`src/design/sid_pkg.sv`:
```
// ----------------------------------------------------------------------------
// sid_pkg
// shared constants and types for the signed integer divider
// ----------------------------------------------------------------------------
package sid_pkg;

  // default operand width
  localparam int unsigned DATA_WIDTH_DEF = 32;

  // status from the shift-subtract core to the control
  typedef struct packed {
    logic busy;  // iteration in progress
    logic last;  // final quotient bit is produced this cycle
  } core_stat_t;

endpackage

```
`src/design/sid_divcore.sv`:
```
// ----------------------------------------------------------------------------
// sid_divcore
// restoring shift-subtract core on magnitudes, one quotient bit per cycle
// ----------------------------------------------------------------------------
module sid_divcore #(
  parameter int unsigned DATA_WIDTH = sid_pkg::DATA_WIDTH_DEF
) (
  input  logic                   clk,
  input  logic                   rst_n,
  input  logic                   start,
  input  logic [DATA_WIDTH-1:0]  num,
  input  logic [DATA_WIDTH-1:0]  den,
  output logic [DATA_WIDTH-1:0]  quo,
  output sid_pkg::core_stat_t    stat
);

  localparam int unsigned CNT_W = $clog2(DATA_WIDTH + 1);

  logic [DATA_WIDTH-1:0] num_r, num_nxt;
  logic [DATA_WIDTH-1:0] den_r;
  logic [DATA_WIDTH-1:0] rem_r, rem_nxt;
  logic [DATA_WIDTH-1:0] quo_r, quo_nxt;
  logic [CNT_W-1:0]      cnt_r, cnt_nxt;
  logic                  busy_r, busy_nxt;

  logic [DATA_WIDTH-1:0] trial;
  logic [DATA_WIDTH:0]   diff;
  logic                  fits;

  // remainder stays below the divisor magnitude, so its top bit is always clear
  assign trial = {rem_r[DATA_WIDTH-2:0], num_r[DATA_WIDTH-1]};
  assign diff  = {1'b0, trial} - {1'b0, den_r};
  assign fits  = ~diff[DATA_WIDTH];

  always_comb begin
    num_nxt  = num_r;
    rem_nxt  = rem_r;
    quo_nxt  = quo_r;
    cnt_nxt  = cnt_r;
    busy_nxt = busy_r;
    if (start) begin
      num_nxt  = num;
      rem_nxt  = '0;
      quo_nxt  = '0;
      cnt_nxt  = CNT_W'(DATA_WIDTH);
      busy_nxt = 1'b1;
    end else if (busy_r) begin
      num_nxt  = {num_r[DATA_WIDTH-2:0], 1'b0};
      rem_nxt  = fits ? diff[DATA_WIDTH-1:0] : trial;
      quo_nxt  = {quo_r[DATA_WIDTH-2:0], fits};
      cnt_nxt  = cnt_r - CNT_W'(1);
      busy_nxt = (cnt_r != CNT_W'(1));
    end
  end

  always_ff @(posedge clk) begin
    if (!rst_n) begin
      busy_r <= 1'b0;
      cnt_r  <= '0;
    end else begin
      busy_r <= busy_nxt;
      cnt_r  <= cnt_nxt;
    end
  end

  always_ff @(posedge clk) begin
    num_r <= num_nxt;
    rem_r <= rem_nxt;
    quo_r <= quo_nxt;
    if (start) begin
      den_r <= den;
    end
  end

  assign quo       = quo_r;
  assign stat.busy = busy_r;
  assign stat.last = busy_r && (cnt_r == CNT_W'(1));

endmodule

```
`src/design/signed_int32_divider_core.sv`:
```
// ----------------------------------------------------------------------------
// signed_int32_divider_core
// signed integer divider, quotient truncated toward zero
// ----------------------------------------------------------------------------
// one word in, one word out. the quotient is dividend / divisor truncated
// toward zero. the most negative value divided by minus one gives the largest
// positive value with out_saturated set. a zero divisor gives quotient 0 with
// out_divide_by_zero set. operand magnitudes are formed as the word is
// accepted, the restoring shift-subtract loop in S_RUN yields one quotient
// bit per cycle, and S_FIN applies the sign as it loads the output register.
// in_ready comes back in the cycle out_valid rises, so a new word can be
// accepted only once the last one has reached the output register. a zero
// divisor skips the loop and goes from accept straight to S_FIN. one word is
// in flight at a time; the output register lets the next word be accepted
// while a result still waits, and a finished word waits for that register
// to free.
// ----------------------------------------------------------------------------
module signed_int32_divider_core #(
  parameter int unsigned DATA_WIDTH = sid_pkg::DATA_WIDTH_DEF
) (
  input  logic                          clk,
  input  logic                          rst_n,
  input  logic                          in_valid,
  output logic                          in_ready,
  input  logic signed [DATA_WIDTH-1:0]  in_dividend,
  input  logic signed [DATA_WIDTH-1:0]  in_divisor,
  output logic                          out_valid,
  input  logic                          out_ready,
  output logic signed [DATA_WIDTH-1:0]  out_quotient,
  output logic                          out_saturated,
  output logic                          out_divide_by_zero
);

  typedef enum logic [1:0] {
    S_IDLE,
    S_RUN,
    S_FIN
  } state_t;

  state_t                 state_r;
  logic                   q_neg_r;
  logic                   dz_r;
  logic                   out_valid_r;
  logic [DATA_WIDTH-1:0]  out_quotient_r;
  logic                   out_saturated_r;
  logic                   out_dz_r;

  // operand magnitudes at entry
  logic [DATA_WIDTH-1:0]  a_bits, b_bits, a_mag, b_mag;
  logic                   a_neg, b_neg, b_zero;
  logic                   start;

  // result shaping at exit
  logic [DATA_WIDTH-1:0]  core_quo;
  logic [DATA_WIDTH-1:0]  q_signed;
  logic                   q_sat;
  logic                   out_free;
  logic                   fin_load;
  sid_pkg::core_stat_t    stat;

  localparam logic [DATA_WIDTH-1:0] MAX_POS = {1'b0, {(DATA_WIDTH-1){1'b1}}};

  assign a_bits = in_dividend;
  assign b_bits = in_divisor;
  assign a_neg  = a_bits[DATA_WIDTH-1];
  assign b_neg  = b_bits[DATA_WIDTH-1];
  assign b_zero = (b_bits == '0);
  // the most negative value maps to 2^(DATA_WIDTH-1) read as unsigned
  assign a_mag  = a_neg ? (~a_bits + DATA_WIDTH'(1)) : a_bits;
  assign b_mag  = b_neg ? (~b_bits + DATA_WIDTH'(1)) : b_bits;

  assign in_ready = (state_r == S_IDLE);
  assign start    = in_valid && in_ready && !b_zero;

  sid_divcore #(
    .DATA_WIDTH (DATA_WIDTH)
  ) u_divcore (
    .clk   (clk),
    .rst_n (rst_n),
    .start (start),
    .num   (a_mag),
    .den   (b_mag),
    .quo   (core_quo),
    .stat  (stat)
  );

  // a positive quotient with the top bit set only comes from min / -1
  assign q_signed = q_neg_r ? (~core_quo + DATA_WIDTH'(1)) : core_quo;
  assign q_sat    = !q_neg_r && core_quo[DATA_WIDTH-1];
  assign out_free = !out_valid_r || out_ready;
  // finished word moves into the output register
  assign fin_load = (state_r == S_FIN) && out_free;

  always_ff @(posedge clk) begin
    if (!rst_n) begin
      state_r     <= S_IDLE;
      out_valid_r <= 1'b0;
    end else begin
      if (fin_load) begin
        out_valid_r <= 1'b1;
      end else if (out_ready) begin
        out_valid_r <= 1'b0;
      end
      unique case (state_r)
        S_IDLE: begin
          if (in_valid) begin
            q_neg_r <= a_neg ^ b_neg;
            dz_r    <= b_zero;
            state_r <= b_zero ? S_FIN : S_RUN;
          end
        end
        S_RUN: begin
          if (stat.last) begin
            state_r <= S_FIN;
          end
        end
        S_FIN: begin
          // hold the finished word until the output register is free
          if (out_free) begin
            if (dz_r) begin
              out_quotient_r  <= '0;
              out_saturated_r <= 1'b0;
              out_dz_r        <= 1'b1;
            end else begin
              out_quotient_r  <= q_sat ? MAX_POS : q_signed;
              out_saturated_r <= q_sat;
              out_dz_r        <= 1'b0;
            end
            state_r <= S_IDLE;
          end
        end
        default: begin
          state_r <= S_IDLE;
        end
      endcase
    end
  end

  assign out_valid          = out_valid_r;
  assign out_quotient       = out_quotient_r;
  assign out_saturated      = out_saturated_r;
  assign out_divide_by_zero = out_dz_r;

`ifndef SYNTHESIS
  // the loop only runs while the control waits on it
  a_core_in_run: assert property (@(posedge clk) disable iff (!rst_n)
    stat.busy |-> (state_r == S_RUN))
    else $error("divider loop busy outside run state");

  // no new word is taken while the loop works
  a_no_accept_busy: assert property (@(posedge clk) disable iff (!rst_n)
    stat.busy |-> !in_ready)
    else $error("input accepted while divider busy");

  // the two flags never appear together
  a_flags_exclusive: assert property (@(posedge clk) disable iff (!rst_n)
    out_valid |-> !(out_saturated && out_divide_by_zero))
    else $error("saturated and divide-by-zero both set");

  // zero divisor gives a zero quotient
  a_dz_zero: assert property (@(posedge clk) disable iff (!rst_n)
    (out_valid && out_divide_by_zero) |-> (out_quotient == '0))
    else $error("divide-by-zero word with nonzero quotient");
`endif

endmodule
```
`config.mk`:
```
export PLATFORM = sky130hd
export DESIGN_NAME = signed_int32_divider_core
export DESIGN_NICKNAME = d
export VERILOG_FILES = /design/src/design/sid_pkg.sv /design/src/design/sid_divcore.sv /design/src/design/signed_int32_divider_core.sv
export SDC_FILE = /design/constraint.sdc
export NUM_CORES = 1
export LEC_CHECK = 0
export BUFFER_PORTS_ARGS = -buffer_cell sky130_fd_sc_hd__buf_2
export CORE_MARGIN = 2
export CORE_UTILIZATION = 40
export CTS_BUF_LIST = sky130_fd_sc_hd__clkbuf_4 sky130_fd_sc_hd__clkbuf_8
export CTS_CLUSTER_SIZE = 16
export DETAILED_ROUTE_END_ITERATION = 8
export GPL_TIMING_DRIVEN = 0
export PLACE_DENSITY = 0.67
export SLEW_MARGIN = 0
export SYNTH_ARGS = -nofsm -noshare
export SYNTH_HDL_FRONTEND = slang
export SYNTH_SLANG_ARGS = --single-unit
```
`constraint.sdc`:
```
create_clock -name clk -period 3.72 [get_ports clk]
set_clock_uncertainty 0.2 [all_clocks]
set_input_delay 0.744 -clock clk [delete_from_list [all_inputs] [get_ports clk]]
set_output_delay 0.744 -clock clk [all_outputs]
set_load 0.005 [all_outputs]
```
# Word-level counts from Yosys, hierarchy flattened
# Cells that the tools add are included.
# classes
addsub,5
n_eq_ne,7
muxes,19
bitwise,6
n_reduce_logical,18
# op_table
op,count
$mux 32,4
$add 32x1->32 const B,3
$not 32->32,3
$mux 31,3
$sub 32x32->33,1
$logic_not 32->1,1
$mux 6,2
$reduce_and 3->1,3
$mux 2,4
$eq 6x1->1 const B,1
$ne 2x2->1 const B,3
$ne 6x1->1 const B,1
$pmux 2 s3,1
$sub 6x1->6 const B,1
$logic_and 1x1->1,5
$mux 1,5
$reduce_bool 2->1,2
$reduce_or 2->1,2
$logic_not 1->1,3
$eq 2x1->1 const B,1
$eq 2x2->1 const B,1
$logic_not 2->1,1
$not 1->1,2
$logic_or 1x1->1,1
$xor 1x1->1,1
# word_totals
ff_bits,173
input_bits,68

# Logic depth before layout (Yosys ltp)
# depth
ltp_word,4
ltp_mapped,14
ltp_nobuf,12

# Cells and area by module
# Synthesis repeated with hierarchy kept, for this count alone.
# unflattened
cells_unflattened,1171
area_unflattened_um2,10960.5
# modules_own_cells
module,instances,cells_per_inst,area_each_um2,seq_area_each_um2
sid_divcore,1,680,6935.4,3323.2
signed_int32_divider_core,1,491,4025.1,1141.1

# Worst setup path after synthesis
# No wires, ideal clock.
# synth_timing
path_kind,input port to flip-flop
from,in in_divisor[1]
to,reg u_divcore.num_r[0] (enable)
setup_time_ns,0.482
t_arrival_ns,3.089
t_required_ns,3.038
slack_ns,-0.051
stages,10
path_buffers,1
cell_sequence,inv_1 ha_1 nand2_1 or4_4 nor4_4 nand4_2 or4_4 nand3_2 buf_6 nand2b_1
# synth_via
elab_chain_len,4
# synth_lines
element,line_no,rtl
from (decl),signed_int32_divider_core.sv:26,"input logic signed [DATA_WIDTH-1:0] in_divisor,"
$logic_not 32->1,signed_int32_divider_core.sv:67,assign b_zero = (b_bits == '0);
$logic_not 1->1,signed_int32_divider_core.sv:73,assign start = in_valid && in_ready && !b_zero;
$logic_and 1x1->1,signed_int32_divider_core.sv:73,
$reduce_bool 2->1 (no line),n/a,
to (signal assigned),sid_divcore.sv:67,num_r <= num_nxt;
to (decl),sid_divcore.sv:19,"logic [DATA_WIDTH-1:0] num_r, num_nxt;"
# Every way passes these cells.
# A chain may end at the register's enable or synchronous reset.

# Final worst setup path
# layout_timing
from,in in_divisor[1]
to,reg u_divcore.den_r[26] (enable)
# layout_via
elab_chain_len,3
# layout_lines
element,line_no,rtl
$logic_not 32->1,signed_int32_divider_core.sv:67,
$logic_not 1->1,signed_int32_divider_core.sv:73,
$logic_and 1x1->1,signed_int32_divider_core.sv:73,
via start,signed_int32_divider_core.sv:51,logic start;
to (signal assigned),sid_divcore.sv:71,den_r <= den;
to (decl),sid_divcore.sv:20,logic [DATA_WIDTH-1:0] den_r;
# The timed path passes the listed nets, and every way through them passes these cells.

==> metrics.md <==
| Metric | Value |
|---|---|
| Power Total | 5430 uW |
| Seq/Total Area, Yosys | between 40% and 50% |
| Max Cap Viol | 0 |
| Syn Area/Cell | 9.34 um2 |
| DR WL/cell | 14.7 um |
| CTS buffer count | 17 |
| Yosys warnings | 0 |
| Antenna Cells | 0 |
| Status | complete, no violations |
| CTS tree | yes |
| First-pass detailed-route iteration total | 5 |
| Main flop type after synthesis | edfxtp_1 |
| Iter 0 DRT Violations | between 600 and 700 |
| Hold endpoint | out_divide_by_zero$_DFFE_PP_ |
| Launching point of the worst reg2reg path | u_divcore.num_r[31]$_DFFE_PP_ |
| Post-place instance area | ~11000 um2 |
| Crit path DAT | between 3 and 4 ns |
| Hold Path Depth | 0 |
| Synth cell count leaders | nor2_1, edfxtp_1, nand2_1, o21ai_0, a21oi_1 |
| Multi-input gate area | approximately 5300 um2 |
| Hold_sp | dz_r$_DFFE_PP_ |
| Total area of sequential cells | ~4500 um2 |
| Worst skew pair latency | ~0.47 ns |
| Final worst setup slack | about 0.26 ns |
| Seq cells post-synth | about 170 |
| Number of global-route vias before repair | 7710 |
| Antenna-violating nets left | 0 |
| First-pass GRT wire length | approximately 38 mm |
| CP Capture Type | flop |
| GRT Util Overall | 17.7% |
| Leakage | around 0.0047 uW |
| Vias | 8256 |
| Clk slew on worst S/H paths | around 0.090 ns |
| Unrepaired setup endpoints after global routing | false |
| Pwr per Cell Area | 464 nW/um2 |
| Number of clock sinks | roughly 170 |
| Starting Density | 40.6% |
| Final Wtd Congestion | approximately 0.90 |
| Crit Path Class | in -> reg |
| Hold-fix buffers, CTS | 0 |
| Hold crit path type | reg -> reg |
| P&R area growth vs syn | 15.0% |
| Hpwl dp | ~17 mm |
| Top-count cell post-synth | nor2_1 |
| Dominant cell type by area after synthesis | edfxtp_1 |
| Setup WS pre-CTS | -0.416 ns |
| Die area | roughly 27000 um2 |
| CTS root buf | clkbuf_8 |
| Post-Syn Nets | about 1200 |
| Worst-case register-to-register setup slack | around 0.26 ns |
| Required time worst endpoint | roughly 3.6 ns |
| Initial antenna violation count | 0 |
| Final instance area | roughly 12000 um2 |
| Register-to-Register Path Depth | 15 |
| Peak supply drop | 0.200 mV |
| DRC Markers | 0 |
| Crit Path Max Fanout | a little over 40 |
| Share of the synthesized area in the top cell type | 29.5% |
| Synth cell types | 71 |
| Final hold slack | about 0.29 ns |
| Congestion Overflow GR | 0 |
| FMAX | 289 MHz |
| CP Launch Type | primary input |
| Layout Nets | 1319 |
| Number of port buffers | approximately 100 |
| Synthesized area | between 10000 and 15000 um2 |
| Largest cells by area after synthesis | edfxtp_1, dfxtp_1, o21ai_0, ha_1, nor2_1 |
| Pins Over Slew Limit | 0 |
| Hold Violations, Final | 0 |
| I/O pins | 104 |
| Reg2Reg Capture Point | u_divcore.rem_r[9]$_SDFFE_PP0P_ |
| Post-synth EDFFs | 100 |
| Post-synth ARST share | 0% |
| CTS H-tree depth | 4 |
| Clock Path Buffers | 2 |
| Setup_tns | 0 ns |
| Post-synthesis cell count | ~1100 |
| Final WL | 22.9 mm |
| Period minus WS final | ~3.5 ns |
| Die X-Extent | 163 um |
| Core Region | 25000 um2 |
| Layout cells sized above 1 | 15.4% |
| Fillers | roughly 2400 |
| Die height | between 150 and 200 um |
| Slew @ Worst Pin | approximately 0.84 ns |
| Largest net degree at the start of global routing | 42 |
| Period utilization | between 90 and 100% |
| Vias per inst | about 5.3 |
| # setup viols final | 0 |
| Max-slew headroom | between 40 and 50% |
| # rows | 58 |
-- what timing repair did --
action	CTS	global route
gates resized for setup	1	17
setup endpoints to repair	2	64
pin swaps	0	1
buffers inserted	0	2
-- critical path, stage by stage --
cell	delay [ns]
buf_2	0.11
inv_1	0.06
ha_1	0.15
nand2_1	0.09
or4_4	0.45
nor4_4	0.25
nand4_2	0.21
or4_4	0.52
nand3_2	0.22
inv_2	0.13
buf_2	0.41
-- per-layer routing --
| layer | wire [um] | share of wire (%) | global-route usage, % |
|---|---|---|---|
| met1 | 11100 | 48 | 24.8 |
| met2 | 10300 | 45 | 27.7 |
| met3 | 972 | 4.2 | 3.10 |
| met4 | 477 | 2.1 | 5.67 |
| met5 | 0 | 0 | 0 |
-- flip-flops by register name, summed over array words and instances (netlist names) --
name	flops
q_neg_r	1
out_divide_by_zero	1
u_divcore.num_r	32
u_divcore.den_r	32
u_divcore.cnt_r	6
u_divcore.busy_r	1
state_r	2
u_divcore.rem_r	31
out_quotient	32
dz_r	1
out_valid	1
out_saturated	1
u_divcore.quo	32
-- cell usage in the layout (no fill, tap or decap), drive strengths merged, types with 12 or more instances in the layout --
cell	instances
buf	124
nor2	117
edfxtp	100
nand2	97
o21ai	95
a21oi	74
dfxtp	73
inv	67
clkbuf	50
xnor2	45
xor2	43
mux2i	43
ha	37
nor3	24
a211oi	23
o31ai	18
nor4	14
o41ai	12
nand3	12
nand2b	12
or4	12
-- cells by family after synthesis --
logic type / share of synthesized area, %
AO/OA/AOI/OAI: 18.9
adder cells (fa/ha/maj): 4.75
buffers and inverters: 4.57
AND/OR/NAND/NOR: 15.7
XOR/XNOR: 7.58
multiplexers: 4.57
flip-flops: 43.9
-- worst max path at each step --
stage | startpoint | endpoint | depth (start not counted)
CTS | u_divcore.num_r[31]$_DFFE_PP_ | u_divcore.rem_r[8]$_SDFFE_PP0P_ | 13
floorplan | in_divisor[1] | u_divcore.num_r[0]$_SDFFCE_PN0P_ | 10
global placement | in_divisor[0] | u_divcore.num_r[22]$_DFFE_PP_ | 11
finish | in_divisor[1] | u_divcore.den_r[26]$_DFFE_PP_ | 11
global route | u_divcore.num_r[31]$_DFFE_PP_ | u_divcore.rem_r[9]$_SDFFE_PP0P_ | 15
detailed placement | in_divisor[1] | u_divcore.num_r[22]$_DFFE_PP_ | 11
-- power breakdown --
group          total, uW  switching [uW]  internal [uW]
combinational       1400             822            577
sequential          2300            96.4           2200
clock               1730             714           1020
-- cell type report --
| type | instances | area share, % |
|---|---|---|
| Buffer | 52 | 2.11 |
| Clock buffer | 17 | 2.00 |
| Clock inverter | 15 | 2.58 |
| Inverter | 61 | 1.96 |
| Multi-Input combinational cell | 803 | 45.1 |
| Sequential cell | 173 | 38.2 |
| Tap cell | 330 | 3.53 |
| Timing Repair Buffer | 105 | 4.54 |
-- metrics by stage --
stage,util (%),cells
after global placement,44.3,1522
after CTS,46.5,1554
after detailed placement,44.3,1522
after floorplan,-,1089
final,46.7,1556
after global routing,46.7,1556
No activity file was read; power rests on OpenSTA's default activity.
